--- config.mk ---
export PLATFORM = sky130hd
export DESIGN_NAME = round_robin_thread_scheduler_top
export DESIGN_NICKNAME = d
export VERILOG_FILES = /design/src/sv/rrts_pkg.sv /design/src/sv/rrts_ram.sv /design/src/sv/round_robin_thread_scheduler_top.sv
export SDC_FILE = /design/constraint.sdc
export NUM_CORES = 1
export LEC_CHECK = 0
export BUFFER_PORTS_ARGS = -buffer_cell sky130_fd_sc_hd__buf_2
export CAP_MARGIN = 20
export CORE_ASPECT_RATIO = 0.8
export CORE_UTILIZATION = 40
export CTS_CLUSTER_SIZE = 8
export DETAILED_ROUTE_END_ITERATION = 10
export GPL_ROUTABILITY_DRIVEN = 1
export SYNTH_ARGS = -nofsm -noshare
export SYNTH_HDL_FRONTEND = slang
export SYNTH_HIERARCHICAL = 1
export SYNTH_SLANG_ARGS = --single-unit
--- constraint.sdc ---
create_clock -name i_clk -period 7.2 [get_ports i_clk]
set_input_delay 1.44 -clock i_clk [delete_from_list [all_inputs] [get_ports i_clk]]
set_output_delay 1.44 -clock i_clk [all_outputs]
set_load 0.03 [all_outputs]
--- src/sv/rrts_pkg.sv ---
// ----------------------------------------------------------------------------
// rrts_pkg
// Shared types and constants of the round-robin thread scheduler: request
// and result payloads, status codes, register map and sequencer states.
// ----------------------------------------------------------------------------
`default_nettype none

package rrts_pkg;

    // configuration port
    localparam int unsigned REG_ADDR_W = 3;

    // register index, taken from paddr[REG_ADDR_W-1]
    typedef enum logic {
        REG_STACK_TOP  = 1'b0,
        REG_MAX_STACKS = 1'b1
    } t_reg;

    // request kinds
    typedef enum logic [1:0] {
        REQ_CREATE = 2'd0,
        REQ_YIELD  = 2'd1,
        REQ_START  = 2'd2
    } t_req;

    // status codes
    localparam logic [1:0] ST_OK        = 2'd0;
    localparam logic [1:0] ST_NO_SLOT   = 2'd1;
    localparam logic [1:0] ST_NO_STACK  = 2'd2;
    localparam logic [1:0] ST_NO_THREAD = 2'd3;

    // exception frame
    localparam logic [3:0]  LAST_WORD   = 4'd15;
    localparam logic [31:0] XPSR_INIT   = 32'h0100_0000;
    localparam logic [31:0] FILL_WORD   = 32'h0000_000A;
    localparam logic [31:0] WORD_BYTES  = 32'd4;
    localparam logic [31:0] FRAME_BYTES = 32'd64;
    localparam logic [31:0] SAVE_OFFSET = 32'd32;

    // input item
    typedef struct packed {
        logic [1:0]  req_type;
        logic [31:0] process_sp;
        logic [31:0] entry_addr;
    } t_in_item;

    // result item
    typedef struct packed {
        logic [1:0]  status;
        logic [2:0]  slot;
        logic [31:0] stack_pointer;
        logic        write_valid;
        logic [31:0] write_addr;
        logic [31:0] write_data;
        logic        last;
    } t_out_item;

    // sequencer states
    typedef enum logic [2:0] {
        S_IDLE,
        S_SAVE,
        S_SCAN,
        S_FETCH,
        S_OFFSET,
        S_BASE,
        S_EMIT,
        S_RESULT
    } t_state;

    // single result of a failed request
    function automatic t_out_item fail_result(input logic [1:0] code);
        t_out_item r;
        r             = '0;
        r.status      = code;
        r.last        = 1'b1;
        return r;
    endfunction

endpackage

`default_nettype wire

--- src/sv/rrts_ram.sv ---
// ----------------------------------------------------------------------------
// rrts_ram
// Generic single-write, single-read synchronous RAM with registered read data.
// ----------------------------------------------------------------------------
`default_nettype none

module rrts_ram #(
    parameter int WIDTH = 32,
    parameter int DEPTH = 8
) (
    input  wire                      i_clk,
    input  wire                      i_we,
    input  wire  [$clog2(DEPTH)-1:0] i_waddr,
    input  wire  [WIDTH-1:0]         i_wdata,
    input  wire  [$clog2(DEPTH)-1:0] i_raddr,
    output logic [WIDTH-1:0]         o_rdata
);

    logic [WIDTH-1:0] r_mem [DEPTH];

    // write port
    always_ff @(posedge i_clk) begin
        if (i_we) begin
            r_mem[i_waddr] <= i_wdata;
        end
    end

    // registered read port
    always_ff @(posedge i_clk) begin
        o_rdata <= r_mem[i_raddr];
    end

endmodule

`default_nettype wire

--- src/sv/round_robin_thread_scheduler_top.sv ---
// ----------------------------------------------------------------------------
// round_robin_thread_scheduler_top
// Thread table with create, yield and start requests. Saved stack pointers
// live in a synchronous RAM; active flags and allocation count in flops.
// ----------------------------------------------------------------------------
// The slot walk checks one slot per cycle, up to THREAD_SLOTS slots.
// Create: the walk, then OFFSET and BASE, then sixteen frame words, one per
// cycle while the result channel is not stalled. Yield: SAVE, the walk and
// FETCH; start: the walk and FETCH; each to its single result.
// One request at a time; the next is taken while the last result waits.
// Reset (sync, active low): all slots inactive, current slot 0, no stacks
// allocated, stack_region_top 0, max_stacks 8. No clearing pass is needed.
`default_nettype none

module round_robin_thread_scheduler_top #(
    parameter int THREAD_SLOTS = 8,
    parameter int STACK_BYTES  = 1024
) (
    input  wire                                    i_clk,
    input  wire                                    i_rst_n,
    // request channel
    input  wire                                    i_in_valid,
    output logic                                   o_in_stall,
    input  rrts_pkg::t_in_item                     i_in_data,
    // result channel
    output logic                                   o_out_valid,
    input  wire                                    i_out_stall,
    output rrts_pkg::t_out_item                    o_out_data,
    // configuration port
    input  wire                                    psel,
    input  wire                                    penable,
    input  wire                                    pwrite,
    input  wire  [rrts_pkg::REG_ADDR_W-1:0]        paddr,
    input  wire  [31:0]                            pwdata,
    output logic [31:0]                            prdata,
    output logic                                   pready
);

    localparam int          SLOT_W   = $clog2(THREAD_SLOTS);
    localparam int          CNT_W    = $clog2(THREAD_SLOTS + 1);
    localparam logic [31:0] STACK_SZ = 32'(STACK_BYTES);

    // state and registers
    rrts_pkg::t_state     r_state, n_state;
    logic                 r_out_valid, n_out_valid;
    rrts_pkg::t_out_item  r_out, n_out;
    rrts_pkg::t_out_item  r_res, n_res;
    rrts_pkg::t_req       r_req, n_req;
    logic [31:0]          r_psp, n_psp;
    logic [31:0]          r_entry, n_entry;
    logic [SLOT_W-1:0]    r_idx, n_idx;
    logic [CNT_W-1:0]     r_cnt, n_cnt;
    logic [SLOT_W-1:0]    r_cur, n_cur;
    logic [SLOT_W-1:0]    r_slot, n_slot;
    logic [3:0]           r_alloc, n_alloc;
    logic [THREAD_SLOTS-1:0] r_active, n_active;
    logic [31:0]          r_offset, n_offset;
    logic [31:0]          r_waddr, n_waddr;
    logic [31:0]          r_sp, n_sp;
    logic [3:0]           r_k, n_k;
    logic [31:0]          r_stack_top;
    logic [3:0]           r_max_stacks;

    // stack pointer RAM control
    logic                 ram_we;
    logic [SLOT_W-1:0]    ram_waddr;
    logic [31:0]          ram_wdata;
    logic [31:0]          ram_rdata;

    logic                 in_xfer;
    logic                 out_free;
    logic                 hit;
    logic                 no_stack;
    logic                 cfg_wr;
    logic [31:0]          frame_data;

    // next slot in round-robin order
    function automatic logic [SLOT_W-1:0] wrap_inc(input logic [SLOT_W-1:0] v);
        return (v == SLOT_W'(THREAD_SLOTS - 1)) ? '0 : v + 1'b1;
    endfunction

    // handshake
    assign o_in_stall  = (r_state != rrts_pkg::S_IDLE);
    assign in_xfer     = i_in_valid && !o_in_stall;
    assign out_free    = !r_out_valid || !i_out_stall;
    assign o_out_valid = r_out_valid;
    assign o_out_data  = r_out;

    // slot walk test: create wants a free slot, yield and start an active one
    assign hit      = (r_req == rrts_pkg::REQ_CREATE) ? !r_active[r_idx] : r_active[r_idx];
    assign no_stack = (r_alloc >= r_max_stacks);

    // frame word contents
    always_comb begin
        case (r_k)
            4'd0:    frame_data = rrts_pkg::XPSR_INIT;
            4'd1:    frame_data = r_entry;
            default: frame_data = rrts_pkg::FILL_WORD;
        endcase
    end

    // configuration registers
    assign pready = 1'b1;
    assign cfg_wr = psel && penable && pwrite && pready;

    always_ff @(posedge i_clk) begin
        if (!i_rst_n) begin
            r_stack_top  <= '0;
            r_max_stacks <= 4'd8;
        end else if (cfg_wr) begin
            case (rrts_pkg::t_reg'(paddr[rrts_pkg::REG_ADDR_W-1]))
                rrts_pkg::REG_STACK_TOP:  r_stack_top  <= pwdata;
                rrts_pkg::REG_MAX_STACKS: r_max_stacks <= pwdata[3:0];
                default: ;
            endcase
        end
    end

    always_comb begin
        case (rrts_pkg::t_reg'(paddr[rrts_pkg::REG_ADDR_W-1]))
            rrts_pkg::REG_STACK_TOP:  prdata = r_stack_top;
            rrts_pkg::REG_MAX_STACKS: prdata = {28'd0, r_max_stacks};
            default:                  prdata = '0;
        endcase
    end

    // next state
    always_comb begin
        n_state = r_state;
        case (r_state)
            rrts_pkg::S_IDLE: begin
                if (in_xfer) begin
                    case (i_in_data.req_type)
                        rrts_pkg::REQ_CREATE: n_state = rrts_pkg::S_SCAN;
                        rrts_pkg::REQ_START:  n_state = rrts_pkg::S_SCAN;
                        rrts_pkg::REQ_YIELD:  n_state = rrts_pkg::S_SAVE;
                        default:              n_state = rrts_pkg::S_IDLE;
                    endcase
                end
            end
            rrts_pkg::S_SAVE: n_state = rrts_pkg::S_SCAN;
            rrts_pkg::S_SCAN: begin
                if (hit) begin
                    if (r_req == rrts_pkg::REQ_CREATE) begin
                        n_state = no_stack ? rrts_pkg::S_RESULT : rrts_pkg::S_OFFSET;
                    end else begin
                        n_state = rrts_pkg::S_FETCH;
                    end
                end else if (r_cnt == CNT_W'(1)) begin
                    n_state = rrts_pkg::S_RESULT;
                end
            end
            rrts_pkg::S_FETCH:  n_state = rrts_pkg::S_RESULT;
            rrts_pkg::S_OFFSET: n_state = rrts_pkg::S_BASE;
            rrts_pkg::S_BASE:   n_state = rrts_pkg::S_EMIT;
            rrts_pkg::S_EMIT: begin
                if (out_free && r_k == rrts_pkg::LAST_WORD) begin
                    n_state = rrts_pkg::S_IDLE;
                end
            end
            rrts_pkg::S_RESULT: begin
                if (out_free) begin
                    n_state = rrts_pkg::S_IDLE;
                end
            end
            default: n_state = rrts_pkg::S_IDLE;
        endcase
    end

    // datapath and table updates per state
    always_comb begin
        n_out_valid = r_out_valid;
        n_out       = r_out;
        n_res       = r_res;
        n_req       = r_req;
        n_psp       = r_psp;
        n_entry     = r_entry;
        n_idx       = r_idx;
        n_cnt       = r_cnt;
        n_cur       = r_cur;
        n_slot      = r_slot;
        n_alloc     = r_alloc;
        n_active    = r_active;
        n_offset    = r_offset;
        n_waddr     = r_waddr;
        n_sp        = r_sp;
        n_k         = r_k;
        ram_we      = 1'b0;
        ram_waddr   = r_cur;
        ram_wdata   = r_psp - rrts_pkg::SAVE_OFFSET;

        if (r_out_valid && !i_out_stall) begin
            n_out_valid = 1'b0;
        end

        case (r_state)
            rrts_pkg::S_IDLE: begin
                if (in_xfer) begin
                    n_req   = rrts_pkg::t_req'(i_in_data.req_type);
                    n_psp   = i_in_data.process_sp;
                    n_entry = i_in_data.entry_addr;
                    n_idx   = '0;
                    n_cnt   = CNT_W'(THREAD_SLOTS);
                end
            end
            // save the outgoing thread's pointer, walk starts after it
            rrts_pkg::S_SAVE: begin
                ram_we = r_active[r_cur];
                n_idx  = wrap_inc(r_cur);
            end
            rrts_pkg::S_SCAN: begin
                if (hit) begin
                    if (r_req == rrts_pkg::REQ_CREATE) begin
                        n_slot = r_idx;
                        n_res  = rrts_pkg::fail_result(rrts_pkg::ST_NO_STACK);
                    end else begin
                        n_cur = r_idx;
                    end
                end else begin
                    n_idx = wrap_inc(r_idx);
                    n_cnt = r_cnt - 1'b1;
                    n_res = rrts_pkg::fail_result((r_req == rrts_pkg::REQ_CREATE) ?
                                rrts_pkg::ST_NO_SLOT : rrts_pkg::ST_NO_THREAD);
                end
            end
            // saved pointer of the selected thread is back from the RAM
            rrts_pkg::S_FETCH: begin
                n_res               = '0;
                n_res.status        = rrts_pkg::ST_OK;
                n_res.slot          = 3'(r_cur);
                n_res.stack_pointer = ram_rdata;
                n_res.last          = 1'b1;
            end
            rrts_pkg::S_OFFSET: begin
                n_offset = STACK_SZ * ({28'd0, r_alloc} + 32'd1);
            end
            rrts_pkg::S_BASE: begin
                n_waddr = r_stack_top - r_offset - rrts_pkg::WORD_BYTES;
                n_sp    = r_stack_top - r_offset - rrts_pkg::FRAME_BYTES;
                n_k     = '0;
            end
            // one frame word transfer per cycle while the result channel is free, commit on the last
            rrts_pkg::S_EMIT: begin
                if (out_free) begin
                    n_out_valid         = 1'b1;
                    n_out.status        = rrts_pkg::ST_OK;
                    n_out.slot          = 3'(r_slot);
                    n_out.stack_pointer = r_sp;
                    n_out.write_valid   = 1'b1;
                    n_out.write_addr    = r_waddr;
                    n_out.write_data    = frame_data;
                    n_out.last          = (r_k == rrts_pkg::LAST_WORD);
                    n_waddr             = r_waddr - rrts_pkg::WORD_BYTES;
                    n_k                 = r_k + 1'b1;
                    if (r_k == rrts_pkg::LAST_WORD) begin
                        ram_we           = 1'b1;
                        ram_waddr        = r_slot;
                        ram_wdata        = r_sp;
                        n_active[r_slot] = 1'b1;
                        n_alloc          = r_alloc + 1'b1;
                    end
                end
            end
            rrts_pkg::S_RESULT: begin
                if (out_free) begin
                    n_out_valid = 1'b1;
                    n_out       = r_res;
                end
            end
            default: ;
        endcase
    end

    // control registers
    always_ff @(posedge i_clk) begin
        if (!i_rst_n) begin
            r_state     <= rrts_pkg::S_IDLE;
            r_out_valid <= 1'b0;
            r_cur       <= '0;
            r_alloc     <= '0;
            r_active    <= '0;
        end else begin
            r_state     <= n_state;
            r_out_valid <= n_out_valid;
            r_cur       <= n_cur;
            r_alloc     <= n_alloc;
            r_active    <= n_active;
        end
    end

    // payload registers
    always_ff @(posedge i_clk) begin
        r_out    <= n_out;
        r_res    <= n_res;
        r_req    <= n_req;
        r_psp    <= n_psp;
        r_entry  <= n_entry;
        r_idx    <= n_idx;
        r_cnt    <= n_cnt;
        r_slot   <= n_slot;
        r_offset <= n_offset;
        r_waddr  <= n_waddr;
        r_sp     <= n_sp;
        r_k      <= n_k;
    end

    // saved stack pointers, read at the walk position
    rrts_ram #(
        .WIDTH (32),
        .DEPTH (THREAD_SLOTS)
    ) u_sp_ram (
        .i_clk   (i_clk),
        .i_we    (ram_we),
        .i_waddr (ram_waddr),
        .i_wdata (ram_wdata),
        .i_raddr (r_idx),
        .o_rdata (ram_rdata)
    );

    // checks
    a_write_only_ok: assert property (@(posedge i_clk) disable iff (!i_rst_n)
        o_out_valid && o_out_data.write_valid |-> o_out_data.status == rrts_pkg::ST_OK)
        else $error("frame write carried with a failure status");

    a_fail_single: assert property (@(posedge i_clk) disable iff (!i_rst_n)
        o_out_valid && o_out_data.status != rrts_pkg::ST_OK |->
            o_out_data.last && !o_out_data.write_valid)
        else $error("failed request result is not a lone final result");

    a_walk_bounded: assert property (@(posedge i_clk) disable iff (!i_rst_n)
        r_state == rrts_pkg::S_SCAN |-> r_cnt != '0)
        else $error("slot walk ran past the table");

    a_busy_after_accept: assert property (@(posedge i_clk) disable iff (!i_rst_n)
        $rose(o_in_stall) |-> $past(i_in_valid))
        else $error("scheduler went busy without a request transfer");

    a_commit_active: assert property (@(posedge i_clk) disable iff (!i_rst_n)
        r_state == rrts_pkg::S_EMIT && out_free && r_k == rrts_pkg::LAST_WORD |=>
            r_active[$past(r_slot)])
        else $error("created thread not marked active");

endmodule

`default_nettype wire

==> impl_results.md <==
* Switching Fraction at 0.2733
* Most common cell after layout, fill and taps aside: edfxtp_1
* Fraction of layout cells with a size suffix above 1 at 0.2134
* Resize count post-CTS at 0
* Vias in the first global route at around 16,000
* Starting density of the core at 0.4058
* Slew @ Worst Pin at approximately 1000 ps
* Fin. max-slew vios at 0
* Clock sink total at 632
* Final #Nets at ~2,300
* Drt total wl at around 65,000 µm
* First-pass GRT wire length at a little under 100,000 µm
* RSZ-0062 raised after global routing: false
* Post-DRT Antenna Nets at 0
* Setup Buffers After CTS at 0
* Most frequent cells in the layout: edfxtp_1 (545), nand2_1 (274), buf_2 (242), clkbuf_16 (90), dfxtp_1 (87)
* CP Max Fanout at 7
* Startpoint Class: register
* Sequential Power Share at 0.454
* DRC at 0
* Total track usage at 0.1929
* Pwr per Cell Area at roughly 340 nW/µm²
* CTS H-tree depth at 3
* Ys async rst share at 0
* Maxcap violations at 0
* Clk pwr share at 0.360
* Fillers at 5,727
* Critical Path AT at roughly 4600 ps
* Io pins at roughly 250
* Row count at 84
* WL per Instance at around 21 µm
* Setup Skew at 23.47 ps
* Status: finished clean
* Hold-fix buffers, CTS at 0
* Vias at ~16,000
* Yosys cell types at between 70 and 80
* Post-synth EDFFs at between 500 and 600
* Post-synth top flop: edfxtp_1
* DRT iter0 DRCs at between 1,000 and 1,500
* Chip width at slightly below 300 µm
* Peak Freq at around 240 MHz
* Drt via density at 5.334
* Largest net degree at the start of global routing at 86
* Leak at between 10 and 15 nW
* Period minus WS final at 4191 ps
* Global placer's final weighted congestion at between 0.8 and 0.9
* Non-Filler Instances at 3,058
* CTS root buf: clkbuf_16
* DRT Pass-1 Iters at 5
* Worst vdd ir at around 0.26 mV
* Finished Core Util at 0.4776
* Ys Warns at 6
* Netlist Area Pre-Place at 26,740 µm²
* Post-placement cell count at a little under 3,000
* Port Buffers at 242
* TNS Setup at 0 ps
* GRT overflow at 0
* Area contributors post-synth: edfxtp_1 (61%), dfxtp_1 (6.5%), mux4_1 (3.9%)
* Gate Count Post-Synth at around 1,900
* Hold Worst Slack at just under 500 ps
* Post-synthesis sequential area ratio at 0.6771
* Die height at 233.3 µm
* Data required time of the worst path at 7570 ps
* Final setup viols at 0
* Worst hold path type: register to register
* Synth-to-layout area growth at 17.69%
* Dpl hpwl at between 40,000 and 50,000 µm
* CP Capture Type: register
* Later-pin clock latency in the skew report at between 600 and 700 ps
* Mapped Nets at about 2,000
* CTS max path bufs at 3
* Slew headroom at 0.2877
* Combinational Power Share at 0.186
* P_int at a little under 8 mW
* Clock Pin Slew Worst Setup and Hold Paths at approximately 50 ps
* Final period utilization at 0.5821
* Total CTS buffers at between 80 and 90
* CP Class: register to register
* Initial antenna violation count at 3
* Post-synth top area cell: edfxtp_1
* Avg Cell Area, Syn at about 14 µm²
* P_sw at ~2.9 mW
* CTS tree: done
* Yosys top cell area share at 0.6120
* CORE AREA at roughly 66,000 µm²
* Die footprint at 67,900 µm²
* #FFs+latches synth at 632
* Hold Violations, Final at 0
-- registers in the layout, summed over array words and instances, names as in the netlist, 4 cells and up --
register          count
r_psp                32
r_res                37
r_offset              5
r_waddr              32
o_out_data          103
r_max_stacks          4
u_sp_ram/o_rdata     32
r_stack_top          32
r_sp                 32
r_active              8
r_k                   4
r_alloc               4
u_sp_ram/r_mem      256
r_cnt                 4
r_entry              32
-- cell families after synthesis --
kind of cell | Yosys count | share of synthesized area
AND/OR/NAND/NOR | 672 | 0.1239
XOR/XNOR | 99 | 0.03271
AO/OA/AOI/OAI | 187 | 0.04735
buffers and inverters | 128 | 0.02091
multiplexers | 122 | 0.08492
adder cells (fa/ha/maj) | 27 | 0.01291
other | 1 | 0.0001402
flip-flops | 632 | 0.6771
-- path summary, 6_finish.rpt --
kind | to | cells after the start | slack (ps) | start
min | r_stack_top[10] | 2 | 480 | r_stack_top[10]
max reg2reg | r_waddr[28] | 11 | 3010 | r_stack_top[10]
min reg2reg | r_stack_top[10] | 2 | 480 | r_stack_top[10]
max | r_waddr[28] | 11 | 3010 | r_stack_top[10]
-- layout make-up --
cell class / count / area (µm²) / area share
antenna: 5 / 12.51 / 0.0003976
clock buffer: 149 / 2484 / 0.07892
clock inverter: 7 / 80.08 / 0.002544
inverter: 29 / 108.9 / 0.003459
multi-input combinational: 1108 / 8172 / 0.2597
sequential: 632 / 18110 / 0.5754
tap: 860 / 1076 / 0.03419
timing repair buffer: 268 / 1431 / 0.04548
-- worst max-delay path, stage by stage, from the launching register on --
cell       delay [ps]
dfxtp_1           300
inv_1              90
ha_1              200
fa_1              240
and4b_4           240
a2111oi_0         890
mux2i_1           340
a31oi_1           150
or3b_1            520
or2_4             330
or4b_4            500
xnor2_2           140
-- per-layer routing --
| metal | global-route usage | part of all wire |
|---|---|---|
| met1 | 0.2722 | 0.46 |
| met4 | 0.05804 | 0.022 |
| met3 | 0.04063 | 0.069 |
| met2 | 0.2993 | 0.45 |
| met5 | 0 | 0 |
-- per-stage QoR --
stage	instance area [µm²]	total power [mW]	setup WS, ps
after global placement	28880	6.840	2730
final	31470	10.65	3009
after detailed placement	28900	6.898	2719
after global routing	31460	11.11	2662
after floorplan	26740	6.322	170.9
after CTS	31460	10.77	2995
-- power groups by stage --
stage	clock [mW]	combinational (mW)	sequential (mW)
floorplan	0	1.34	4.98
global placement	0	1.94	4.90
detailed placement	0	1.99	4.91
CTS	3.93	2.00	4.84
global route	4.08	2.14	4.89
finish	3.83	1.98	4.84
-- cell usage after synthesis, types with 4 or more instances --
cell,n
and2_1,73
buf_2,8
nand3_1,15
xor2_1,34
a21boi_0,40
nor2_1,91
or2_2,9
mux4_1,40
o21a_1,11
mux2_2,39
mux4_2,28
mux2i_1,15
nand2b_1,15
nor3b_1,9
or4_1,10
and3_1,41
clkbuf_1,74
a211o_1,4
edfxtp_1,545
nand2_1,274
buf_6,8
nand4_1,7
o21ai_0,49
dfxtp_1,87
nor2b_1,37
ha_1,26
a21oi_1,25
xnor2_1,64
nor4b_1,4
or3_1,13
nor4_1,19
inv_1,28
a31oi_1,11
o31ai_1,6
nor3_1,39
buf_1,6
(Power assumes the default switching activity.)
